### config.mk
export PLATFORM = sky130hd
export DESIGN_NAME = stbs_ctrl
export DESIGN_NICKNAME = d
export VERILOG_FILES = /design/src/design/stbs_pkg.sv /design/src/design/stbs_ctrl.sv
export SDC_FILE = /design/constraint.sdc
export NUM_CORES = 1
export LEC_CHECK = 0
export ABC_CLOCK_PERIOD_IN_PS = 4000
export BUFFER_PORTS_ARGS = -buffer_cell sky130_fd_sc_hd__buf_2
export CORE_AREA = 8 8 45 47
export DETAILED_ROUTE_END_ITERATION = 8
export DIE_AREA = 0 0 53 55
export GPL_TIMING_DRIVEN = 0
export HOLD_SLACK_MARGIN = 0.03
export PLACE_DENSITY = 0.46
export SETUP_SLACK_MARGIN = 0.4
export SLEW_MARGIN = 20
export SYNTH_ARGS = -nofsm -noshare
export SYNTH_HDL_FRONTEND = slang
export SYNTH_SLANG_ARGS = --single-unit
### constraint.sdc
create_clock -name clk -period 4 [get_ports clk]
set_clock_uncertainty 0.05 [all_clocks]
set_input_delay 1.2 -clock clk [delete_from_list [all_inputs] [get_ports clk]]
set_output_delay 1.2 -clock clk [all_outputs]
set_load 0.005 [all_outputs]
### src/design/stbs_pkg.sv
package stbs_pkg;

	localparam int SLOT_BITS = 10;
	localparam int KEY_BITS = 32;
	localparam int CFG_W = 11;
	localparam int PADDR_W = 3;
	localparam int PDATA_W = 32;
	localparam int WRAP_SHIFT_MAX = 9;
	localparam int WRAP_K_W = 4;

	localparam logic [CFG_W-1:0] ENTRIES_RESET = 11'd1024;
	localparam logic [WRAP_K_W-1:0] WRAP_K_START = 4'd9;

	localparam logic KIND_LOAD = 1'b0;
	localparam logic KIND_QUERY = 1'b1;

	// word index bit of paddr
	localparam logic REG_ENTRIES_IN_USE = 1'b0;

	typedef struct packed {
		logic kind;
		logic [SLOT_BITS-1:0] slot;
		logic signed [KEY_BITS-1:0] entry_value;
		logic signed [KEY_BITS-1:0] search_key;
		logic [SLOT_BITS-1:0] search_low;
		logic [SLOT_BITS-1:0] search_high;
	} item_t;

	typedef struct packed {
		logic found;
		logic [SLOT_BITS-1:0] position;
		logic range_error;
	} result_t;

	typedef struct packed {
		logic capture;
		logic wrap_step;
		logic write_entry;
		logic start;
		logic probe;
		logic publish;
	} dp_cmd_t;

	typedef struct packed {
		logic item_is_query;
		logic slot_in_range;
		logic start_end;
		logic probe_end;
	} dp_status_t;

endpackage

### src/design/stbs_ctrl.sv
module stbs_ctrl import stbs_pkg::*; (
	input logic clk,
	input logic arst_n,
	input logic item_valid,
	output logic item_stall,
	output logic result_valid,
	input logic result_stall,
	input dp_status_t status,
	output dp_cmd_t cmd
);

	localparam logic [2:0] ST_IDLE = 3'd0;
	localparam logic [2:0] ST_LOAD = 3'd1;
	localparam logic [2:0] ST_START = 3'd2;
	localparam logic [2:0] ST_PROBE = 3'd3;
	localparam logic [2:0] ST_DONE = 3'd4;

	logic [2:0] state_q;
	logic [2:0] state_d;
	logic result_valid_q;

	always_comb begin
		cmd = '0;
		state_d = state_q;
		item_stall = 1'b1;
		case (state_q)
			ST_IDLE: begin
				item_stall = 1'b0;
				if (item_valid) begin
					cmd.capture = 1'b1;
					state_d = status.item_is_query ? ST_START : ST_LOAD;
				end
			end
			ST_LOAD: begin
				if (status.slot_in_range) begin
					cmd.write_entry = 1'b1;
					state_d = ST_IDLE;
				end else begin
					cmd.wrap_step = 1'b1;
				end
			end
			ST_START: begin
				cmd.start = 1'b1;
				state_d = status.start_end ? ST_DONE : ST_PROBE;
			end
			ST_PROBE: begin
				cmd.probe = 1'b1;
				if (status.probe_end) begin
					state_d = ST_DONE;
				end
			end
			ST_DONE: begin
				if (!result_valid_q || !result_stall) begin
					cmd.publish = 1'b1;
					state_d = ST_IDLE;
				end
			end
			default: begin
				state_d = ST_IDLE;
			end
		endcase
	end

	always_ff @(posedge clk or negedge arst_n) begin
		if (!arst_n) begin
			state_q <= ST_IDLE;
			result_valid_q <= 1'b0;
		end else begin
			state_q <= state_d;
			if (cmd.publish) begin
				result_valid_q <= 1'b1;
			end else if (!result_stall) begin
				result_valid_q <= 1'b0;
			end
		end
	end

	assign result_valid = result_valid_q;

endmodule

==> flow_summary.json, run 1 <==
{
  "status": "complete, no violations",
  "final.min_clock_period_ns": 2.96,
  "holdPathEnd": "result_valid",
  "synth_edf_count": 0,
  "cap_violations": 0,
  "timing.rr.end": "state_q[0]",
  "rows": 14,
  "min_path_cells": 2,
  "drc": 0,
  "dr.pass1.iters": 2,
  "irDropWorstVdd_mv": 0.180,
  "cp_common_cell": "buf_2",
  "antenna_left": 0,
  "synth_area_leader_cell": "dfrtp_1",
  "critPathRequiredTime_ns": 2.75,
  "io_pins": 16,
  "dieWidth_um": 53,
  "initial_core_util_pct": 20.4,
  "holdCritStartpoint": "result_valid",
  "reg2reg_depth": 2,
  "setup_viol": 0,
  "cellPowerDensity_nw_per_um2": 695,
  "synth_area_leaders": "dfrtp_1 35%, buf_2 5.3%, a221oi_2 5.3%",
  "layout.nets": 60,
  "gr-usage-all-layers_pct": 6.29,
  "fp.dieH_um": 55,
  "synthCells": 32,
  "post_cts_buffers": 0,
  "vias": 291,
  "fmax_mhz": 338,
  "cts_hold_buf": 0,
  "cts_made_buffers": 3,
  "ys_ff_latch": 4,
  "critPathArrivalTime_ns": 1.71,
  "r2r-start": "state_q[1]",
  "yosys_most_used_dff": "dfrtp_1",
  "viasPerCell": 4.41,
  "cts_root_buf": "clkbuf_4",
  "tns_ns": 0,
  "antenna_found_initial": 0,
  "syn2layout_area_growth_pct": 41.6,
  "yosys-top-cells-count": "4 x dfrtp_1, 4 x nand2_1, 3 x buf_2",
  "detail_route.wirelength_um": 750,
  "clkLatencyLatePin_ns": 0.24,
  "layout-drive-gt1-share_pct": 50.0,
  "final_area_um2": 400,
  "clock-sinks": 4,
  "grt_max_degree": 11,
  "core_region_area_um2": 1380,
  "synthDominantCellAreaShare_pct": 35.4,
  "diodes": 0,
  "yosysSeqAreaShare_pct": 35.4,
  "avgSynthCellArea_um2": 8.84,
  "relSlewSlack_pct": 85.0,
  "power.leakage_nw": 0.208,
  "tightest_slew_ns": 0.222,
  "worstSetupPathType": "input pin to output port",
  "drt_first_iter_violations": 4,
  "path_max_fanout": 3,
  "holdWs_ns": 0.473,
  "hold_class": "flip-flop to flip-flop",
  "fill_cells": 153,
  "dieArea_um2": 2920,
  "clk_pin_slew_ns": 0.03,
  "async_flop_share_pct": 100,
  "hold_viol": 0,
  "cts_max_level": 1,
  "clockBufferDepth": 2,
  "grt_pass1_vias": 309,
  "drv_slew": 0,
  "slowest_delay_ns": 0.26,
  "power_mw": 0.278,
  "reg2reg_slack_ns": 2.79,
  "wl_per_cell_um": 11.4,
  "endpoint_kind": "output port",
  "setup.worst_path.start_class": "input pin",
  "ys.warnings.count": 0,
  "synth.distinct_cells": 21,
  "crit_slowest_cell": "nor4bb_1",
  "cts_tree": "done",
  "path_cells": "buf_2 > nor4bb_1 > buf_2",
  "synth.net_count": 40,
  "routabilityCongestion": 0.656,
  "grt_pass1_wl_mm": 1.32,
  "dpl-instance-area_um2": 378,
  "rsz0062_at_grt": "false",
  "synth_area_um2": 283,
  "fin_crit_sh_pct": 74.0,
  "place_hpwl_um": 585,
  "io_buffers": 15,
  "ctsResizeCount": 0,
  "gr-total-overflow": 0
}
layer usage:
metal	vias to the layer above	GRT usage [%]	part of all wire, %
li1	152	-	-
met1	125	7.32	45
met2	12	8.01	44
met3	2	3.74	8.7
met4	0	5.17	1.7
met5	-	0	0
stage by stage:
stage	util, %	worst slack, ns	std cells
detailed placement	27.3	1.03	63
CTS	28.9	1.02	66
floorplan	-	1.25	32
global placement	27.3	1.05	63
global route	28.9	0.944	66
finish	28.9	1.04	66
state kept, by name, summed over array words and instances (netlist names):
| name | flops |
|---|---|
| result_valid | 1 |
| state_q | 3 |
placed cells by master (no fill, tap or decap):
| cell | Yosys | final |
|---|---|---|
| nand2_1 | 4 | 4 |
| o21ai_1 | 1 | 1 |
| or3_1 | 1 | 1 |
| or3_4 | 1 | 1 |
| nor3b_1 | 1 | 1 |
| nor2_1 | 2 | 2 |
| buf_2 | 3 | 18 |
| o21a_1 | 1 | 1 |
| a21oi_1 | 2 | 2 |
| nor4b_1 | 1 | 1 |
| a221oi_2 | 1 | 1 |
| dfrtp_1 | 4 | 4 |
| mux2_2 | 1 | 1 |
| nand3_1 | 1 | 1 |
| clkbuf_4 | 0 | 3 |
| nand3b_1 | 2 | 2 |
| and3b_1 | 1 | 1 |
| nor4bb_1 | 1 | 1 |
| or2b_1 | 1 | 1 |
| inv_1 | 1 | 1 |
| inv_2 | 1 | 1 |
| a221oi_1 | 1 | 1 |
worst max-delay path by stage:
stage                    from  endpoint  slack [ns]
finish              status[2]    cmd[3]        1.04
global route        status[2]    cmd[3]        0.94
CTS                 status[2]    cmd[3]        1.02
detailed placement  status[2]    cmd[3]        1.03
global placement    status[2]    cmd[3]        1.05
floorplan           status[2]    cmd[3]        1.25
cells by family (layout without fill, tap and decap cells):
logic type      Yosys count  count (layout)  synth area share (%)
buf+inv                   5              23                  7.96
flops                     4               4                  35.4
simple gates             16              16                  36.3
compound gates            6               6                  16.4
mux                       1               1                  3.98
power breakdown:
group / internal, mW / switching, mW / leakage, nW
clock network: 0.0336 / 0.0169 / 0.0138
logic: 0.0811 / 0.0771 / 0.143
registers: 0.0593 / 0.0101 / 0.0516
critical path, delay by kind of cell:
family	cells	cell delay [ns]
buf+inv	2	0.26
simple gates	1	0.26
final cells by class:
| type | count | area, µm² | area share (%) |
|---|---|---|---|
| multi-input cells | 23 | 160 | 40.0 |
| repair buffers | 15 | 75.1 | 18.8 |
| plain buffers | 3 | 15.0 | 3.75 |
| well taps | 16 | 20.0 | 5.00 |
| clock buffers | 3 | 22.5 | 5.62 |
| flip-flops and latches | 4 | 100 | 25.0 |
| inverters | 2 | 7.51 | 1.88 |
(Power assumes the default switching activity.)
==> run 2, diff against run 1 <==
Settings changed: ABC_CLOCK_PERIOD_IN_PS 4000 to 2700, PLACE_DENSITY 0.46 to 0.48.
Clock period 4 ns to 2.7 ns, I/O delays scaled along.
==> run 2 against run 1 <==
Against the previous run:
- register-to-register slack lost 1.3 ns
- via count decreased by 3.8%
- sequential share of layout area is 0.61 points lower
- cell count is 1.5% higher
- cell area grew 2.5%
- sequential cell count unchanged
- core utilization up 0.72 points
- worst hold slack got worse by 0.14 ns
- power grew 52%
- sequential power rose by 48%
- combinational power grew 59%
- largest power group unchanged
- routed wire length decreased by 3.3%
==> flow_summary.json, run 2 (synthesis results as in run 1) <==
{
  "startpoint": "state_q[1]",
  "crit_slowest_cell": "dfrtp_1",
  "status": "complete, no violations",
  "fmax_mhz": 450,
  "clk_pin_slew_ns": 0.04,
  "slowest_delay_ns": 0.40,
  "clockBufferDepth": 2,
  "clkLatencyLatePin_ns": 0.23,
  "gr-usage-all-layers_pct": 5.53,
  "tightest_slew_ns": 0.220,
  "endpoint_kind": "output port",
  "syn2layout_area_growth_pct": 45.1,
  "gr-total-overflow": 0,
  "power.leakage_nw": 0.214,
  "drc": 0,
  "drv_slew": 0,
  "hold_viol": 0,
  "dp.cells": 63,
  "cts_hold_buf": 0,
  "final_cells": 67,
  "dr.pass1.iters": 2,
  "clock-sinks": 4,
  "rsz0062_at_grt": "false",
  "grt_pass1_vias": 293,
  "multiInputGateArea_um2": 160,
  "dieArea_um2": 2920,
  "viasPerCell": 4.18,
  "setup_viol": 0,
  "antenna_left": 0,
  "irDropWorstVdd_mv": 0.241,
  "antenna_found_initial": 0,
  "regArea_um2": 100,
  "vias": 280,
  "path_cells": "buf_4 > or3_4 > nor2_1 > buf_2",
  "top_register": "state_q",
  "relSlewSlack_pct": 85.2,
  "layout_commonest_cell": "buf_2",
  "critPathArrivalTime_ns": 1.36,
  "reg2reg_depth": 2,
  "cellPowerDensity_nw_per_um2": 1030,
  "dieWidth_um": 53,
  "cts_tree": "done",
  "tns_ns": 0,
  "cts_root_buf": "clkbuf_4",
  "r2r-start": "state_q[1]",
  "io_pins": 16,
  "worstSetupPathType": "flip-flop to output port",
  "hold_class": "input pin to asynchronous set/reset pin",
  "grt_pass1_wl_mm": 1.19,
  "initial_core_util_pct": 20.4,
  "reg2reg_slack_ns": 1.48,
  "layout.nets": 61,
  "final_cell_mix": "17 x buf_2, 4 x nand2_1, 4 x dfrtp_1",
  "fin_crit_sh_pct": 82.3,
  "setup.worst_path.start_class": "flip-flop",
  "rows": 14,
  "largest_reg_flops": 3,
  "cts_made_buffers": 3,
  "final.min_clock_period_ns": 2.22,
  "place_hpwl_um": 570,
  "critPathRequiredTime_ns": 1.84,
  "io_buffers": 15,
  "layout-drive-gt1-share_pct": 51.0,
  "diodes": 0,
  "cts_max_level": 1,
  "fill_cells": 149,
  "routabilityCongestion": 0.677,
  "path_max_fanout": 10,
  "grt_max_degree": 11,
  "crit_end": "cmd[5]",
  "timing.rr.end": "state_q[0]",
  "detail_route.wirelength_um": 725,
  "cap_violations": 0,
  "core_region_area_um2": 1380,
  "fp.dieH_um": 55,
  "drt_first_iter_violations": 2,
  "fin_ws_ns": 0.479,
  "place_ws_ns": 0.514,
  "wl_per_cell_um": 10.8
}
run 2: power by group:
part | leakage, nW | internal (mW) | total, mW | switching [mW]
combinational | 0.148 | 0.132 | 0.251 | 0.119
clock | 0.0138 | 0.0494 | 0.0697 | 0.0202
sequential | 0.0516 | 0.0879 | 0.103 | 0.0155
run 2: how the worst min path moves through the flow:
stage | startpoint | end | slack, ns
2_1_floorplan | result_valid | result_valid | 0.45
3_3_place_gp | result_valid | result_valid | 0.46
3_5_place_dp | result_valid | result_valid | 0.46
4_1_cts | arst_n | state_q[1] | 0.33
5_1_grt | arst_n | state_q[2] | 0.32
6_report | arst_n | state_q[1] | 0.33
run 2: metrics by stage:
| stage | hold slack (ns) | total power [mW] | utilization (%) | cell area, µm² |
|---|---|---|---|---|
| after floorplan | 0.449 | 0.264 | - | 283 |
| after global placement | 0.455 | 0.344 | 27.3 | 378 |
| after detailed placement | 0.457 | 0.345 | 27.3 | 378 |
| after CTS | 0.328 | 0.417 | 28.9 | 400 |
| after global routing | 0.322 | 0.471 | 29.7 | 410 |
| final | 0.330 | 0.424 | 29.7 | 410 |
run 2: final cells by class:
type / instances / area share, %
sequential: 4 / 24.4
clock buffer: 3 / 5.49
tap: 16 / 4.88
timing repair buffer: 16 / 20.1
buffer: 3 / 4.27
inverter: 2 / 1.83
multi-input combinational: 23 / 39.0
run 2: metal layers:
metal | wire [µm] | global-route usage, % | up-vias
met3 | 67 | 3.48 | 0
li1 | - | - | 152
met2 | 307 | 7.42 | 10
met5 | 0 | 0 | -
met4 | 0 | 2.59 | 0
met1 | 349 | 6.72 | 118
run 2: repair_timing:
action / CTS / global route
buffers inserted: 0 / 1
gates resized for setup: 0 / 2
endpoints found under the setup margin: 0 / 1
run 2: critical path, delay by kind of cell (launching register included):
family	cells	cell delay (ns)
AND/OR/NAND/NOR	2	0.44
buffers and inverters	2	0.29
flip-flops	1	0.40
==> run 3, diff against run 2 <==
Settings changed: ABC_AREA set to 1, ABC_CLOCK_PERIOD_IN_PS 2700 to 2150, PLACE_DENSITY 0.48 to 0.46.
Clock period 2.7 ns to 2.15 ns, I/O delays scaled along.
==> run 3 against run 2 <==
Against the previous run:
- first-iteration DRC count increased by 100%
- critical path depth unchanged
- highest routed layer unchanged
- global-route usage increased by 1.1 points
- worst setup slack worse by 0.13 ns
- sequential power increased by 46%
- register-to-register slack worse by 1.0 ns
- routed wire length up 20%
- sequential cell count stayed put
- sequential share of layout area shrank 3.5 points
- area after synthesis fell by 3.1%
- worst hold slack lost 0.18 ns
- cell count up 31%
==> flow_summary.json, run 3 <==
{
  "viasPerCell": 4.08,
  "cts_hold_buf": 0,
  "fp.dieH_um": 55,
  "top_register": "state_q",
  "relSlewSlack_pct": 88.1,
  "synth_edf_count": 0,
  "place_hpwl_um": 610,
  "core_region_area_um2": 1380,
  "cp.buffers_inverters": 1,
  "cts_max_level": 1,
  "setup_viol": 0,
  "cts_made_buffers": 3,
  "rows": 14,
  "yosys-top-cells-count": "15 x nand2_1, 8 x inv_1, 4 x dfrtp_1, 4 x nor2_2",
  "dr.pass1.iters": 2,
  "cts_tree": "done",
  "synthCells": 44,
  "initial_core_util_pct": 19.8,
  "ys_ff_latch": 4,
  "cap_violations": 0,
  "final.min_clock_period_ns": 1.80,
  "slowest_delay_ns": 0.43,
  "yosysSeqAreaShare_pct": 36.5,
  "grt_pass1_wl_mm": 1.35,
  "final_cell_mix": "15 x buf_2, 13 x nand2_1, 10 x buf_4",
  "clkLatencyLatePin_ns": 0.24,
  "setup.worst_path.start_class": "flip-flop",
  "regArea_um2": 104,
  "synth.distinct_cells": 11,
  "dieWidth_um": 53,
  "hold_viol": 0,
  "synth.net_count": 52,
  "fill_cells": 162,
  "gr-usage-all-layers_pct": 6.67,
  "multiInputGateArea_um2": 168,
  "clock-sinks": 4,
  "tightest_slew_ns": 0.177,
  "synth_area_leaders": "dfrtp_1 37%, nand2_1 21%, inv_1 11%",
  "crit_slowest_cell": "dfrtp_2",
  "hold_class": "input pin to asynchronous set/reset pin",
  "drc": 0,
  "tns_ns": 0,
  "wl_per_cell_um": 9.89,
  "path_delay_family": "flip-flops",
  "rsz0062_at_grt": "true",
  "holdWs_ns": 0.153,
  "power_mw": 0.596,
  "status": "complete, no violations",
  "dieArea_um2": 2920,
  "diodes": 0,
  "layout_commonest_cell": "buf_2",
  "fin_crit_sh_pct": 83.9,
  "cts_root_buf": "clkbuf_4",
  "detail_route.wirelength_um": 870,
  "dpl-instance-area_um2": 369,
  "io_pins": 16,
  "critPathRequiredTime_ns": 1.45,
  "largest_reg_flops": 3,
  "critPathArrivalTime_ns": 1.11,
  "path_cells": "nor2_4 > nand2_2 > nor2_1 > buf_2",
  "power.leakage_nw": 0.315,
  "fmax_mhz": 554,
  "layout.nets": 82,
  "ys.warnings.count": 0,
  "grt_max_degree": 6,
  "clockBufferDepth": 2,
  "routabilityCongestion": 0.712,
  "drt_first_iter_violations": 4,
  "synthMostInstantiatedCell": "nand2_1",
  "avgSynthCellArea_um2": 6.23,
  "cp.depth": 4,
  "antenna_found_initial": 0,
  "io_buffers": 15,
  "async_flop_share_pct": 100,
  "drv_slew": 0,
  "yosys_most_used_dff": "dfrtp_1",
  "worstSetupPathType": "flip-flop to output port",
  "fin_util_pct": 36.0,
  "layout-drive-gt1-share_pct": 62.5,
  "grt_pass1_vias": 329,
  "cellPowerDensity_nw_per_um2": 1200,
  "clk_pin_slew_ns": 0.04,
  "synthDominantCellAreaShare_pct": 36.5,
  "final_area_um2": 498,
  "synth_area_leader_cell": "dfrtp_1",
  "antenna_left": 0,
  "syn2layout_area_growth_pct": 81.7,
  "reg2reg_depth": 12,
  "gr-total-overflow": 0,
  "vias": 359,
  "path_max_fanout": 4,
  "synth_area_um2": 274,
  "irDropWorstVdd_mv": 0.374,
  "endpoint_kind": "output port"
}
-- run 3: where the power goes --
part / switching [mW] / internal, mW
combinational: 0.170 / 0.181
sequential: 0.0412 / 0.108
clock: 0.0326 / 0.0626
-- run 3: final timing paths --
path                              startpoint            to  slack, ns
max in group asynchronous             arst_n    state_q[0]       1.76
worst min register to register  result_valid  result_valid       0.45
worst max register to register    state_q[0]    state_q[0]       0.44
worst min-delay path                  arst_n  result_valid       0.15
min in group clk                result_valid  result_valid       0.45
worst max-delay path              state_q[0]        cmd[5]       0.35
-- run 3: area by class of cell --
cell class / count / area share [%]
clock buffer: 3 / 4.52
inverter: 9 / 6.78
multi-input combinational: 31 / 33.7
sequential: 4 / 20.9
tap: 16 / 4.02
timing repair buffer: 25 / 30.2
-- run 3: timing repair --
action                     CTS  global route
resized for setup            5             7
hold endpoints to repair     0             0
setup endpoints to repair    6             8
setup buffers                7             3
pin swaps                    0             1
-- run 3: logic make-up after synthesis --
group / count (synthesis) / share of synthesized area (%)
and+or+nand+nor: 27 / 43.8
buffers and inverters: 9 / 12.3
DFF: 4 / 36.5
AOI/OAI and AO/OA: 4 / 7.31
-- run 3: routing by layer --
metal	up-vias	part of all wire, %	GRT usage [%]
met2	11	50	10.2
met1	159	40	6.40
met5	-	0	0
li1	189	-	-
met4	0	0	2.59
met3	0	11	5.88
-- run 3: per-stage QoR --
stage / instances / worst slack (ns)
after global placement: 75 / 0.342
after floorplan: 44 / 0.566
after detailed placement: 75 / 0.353
final: 88 / 0.345
after CTS: 85 / 0.351
after global routing: 88 / 0.270
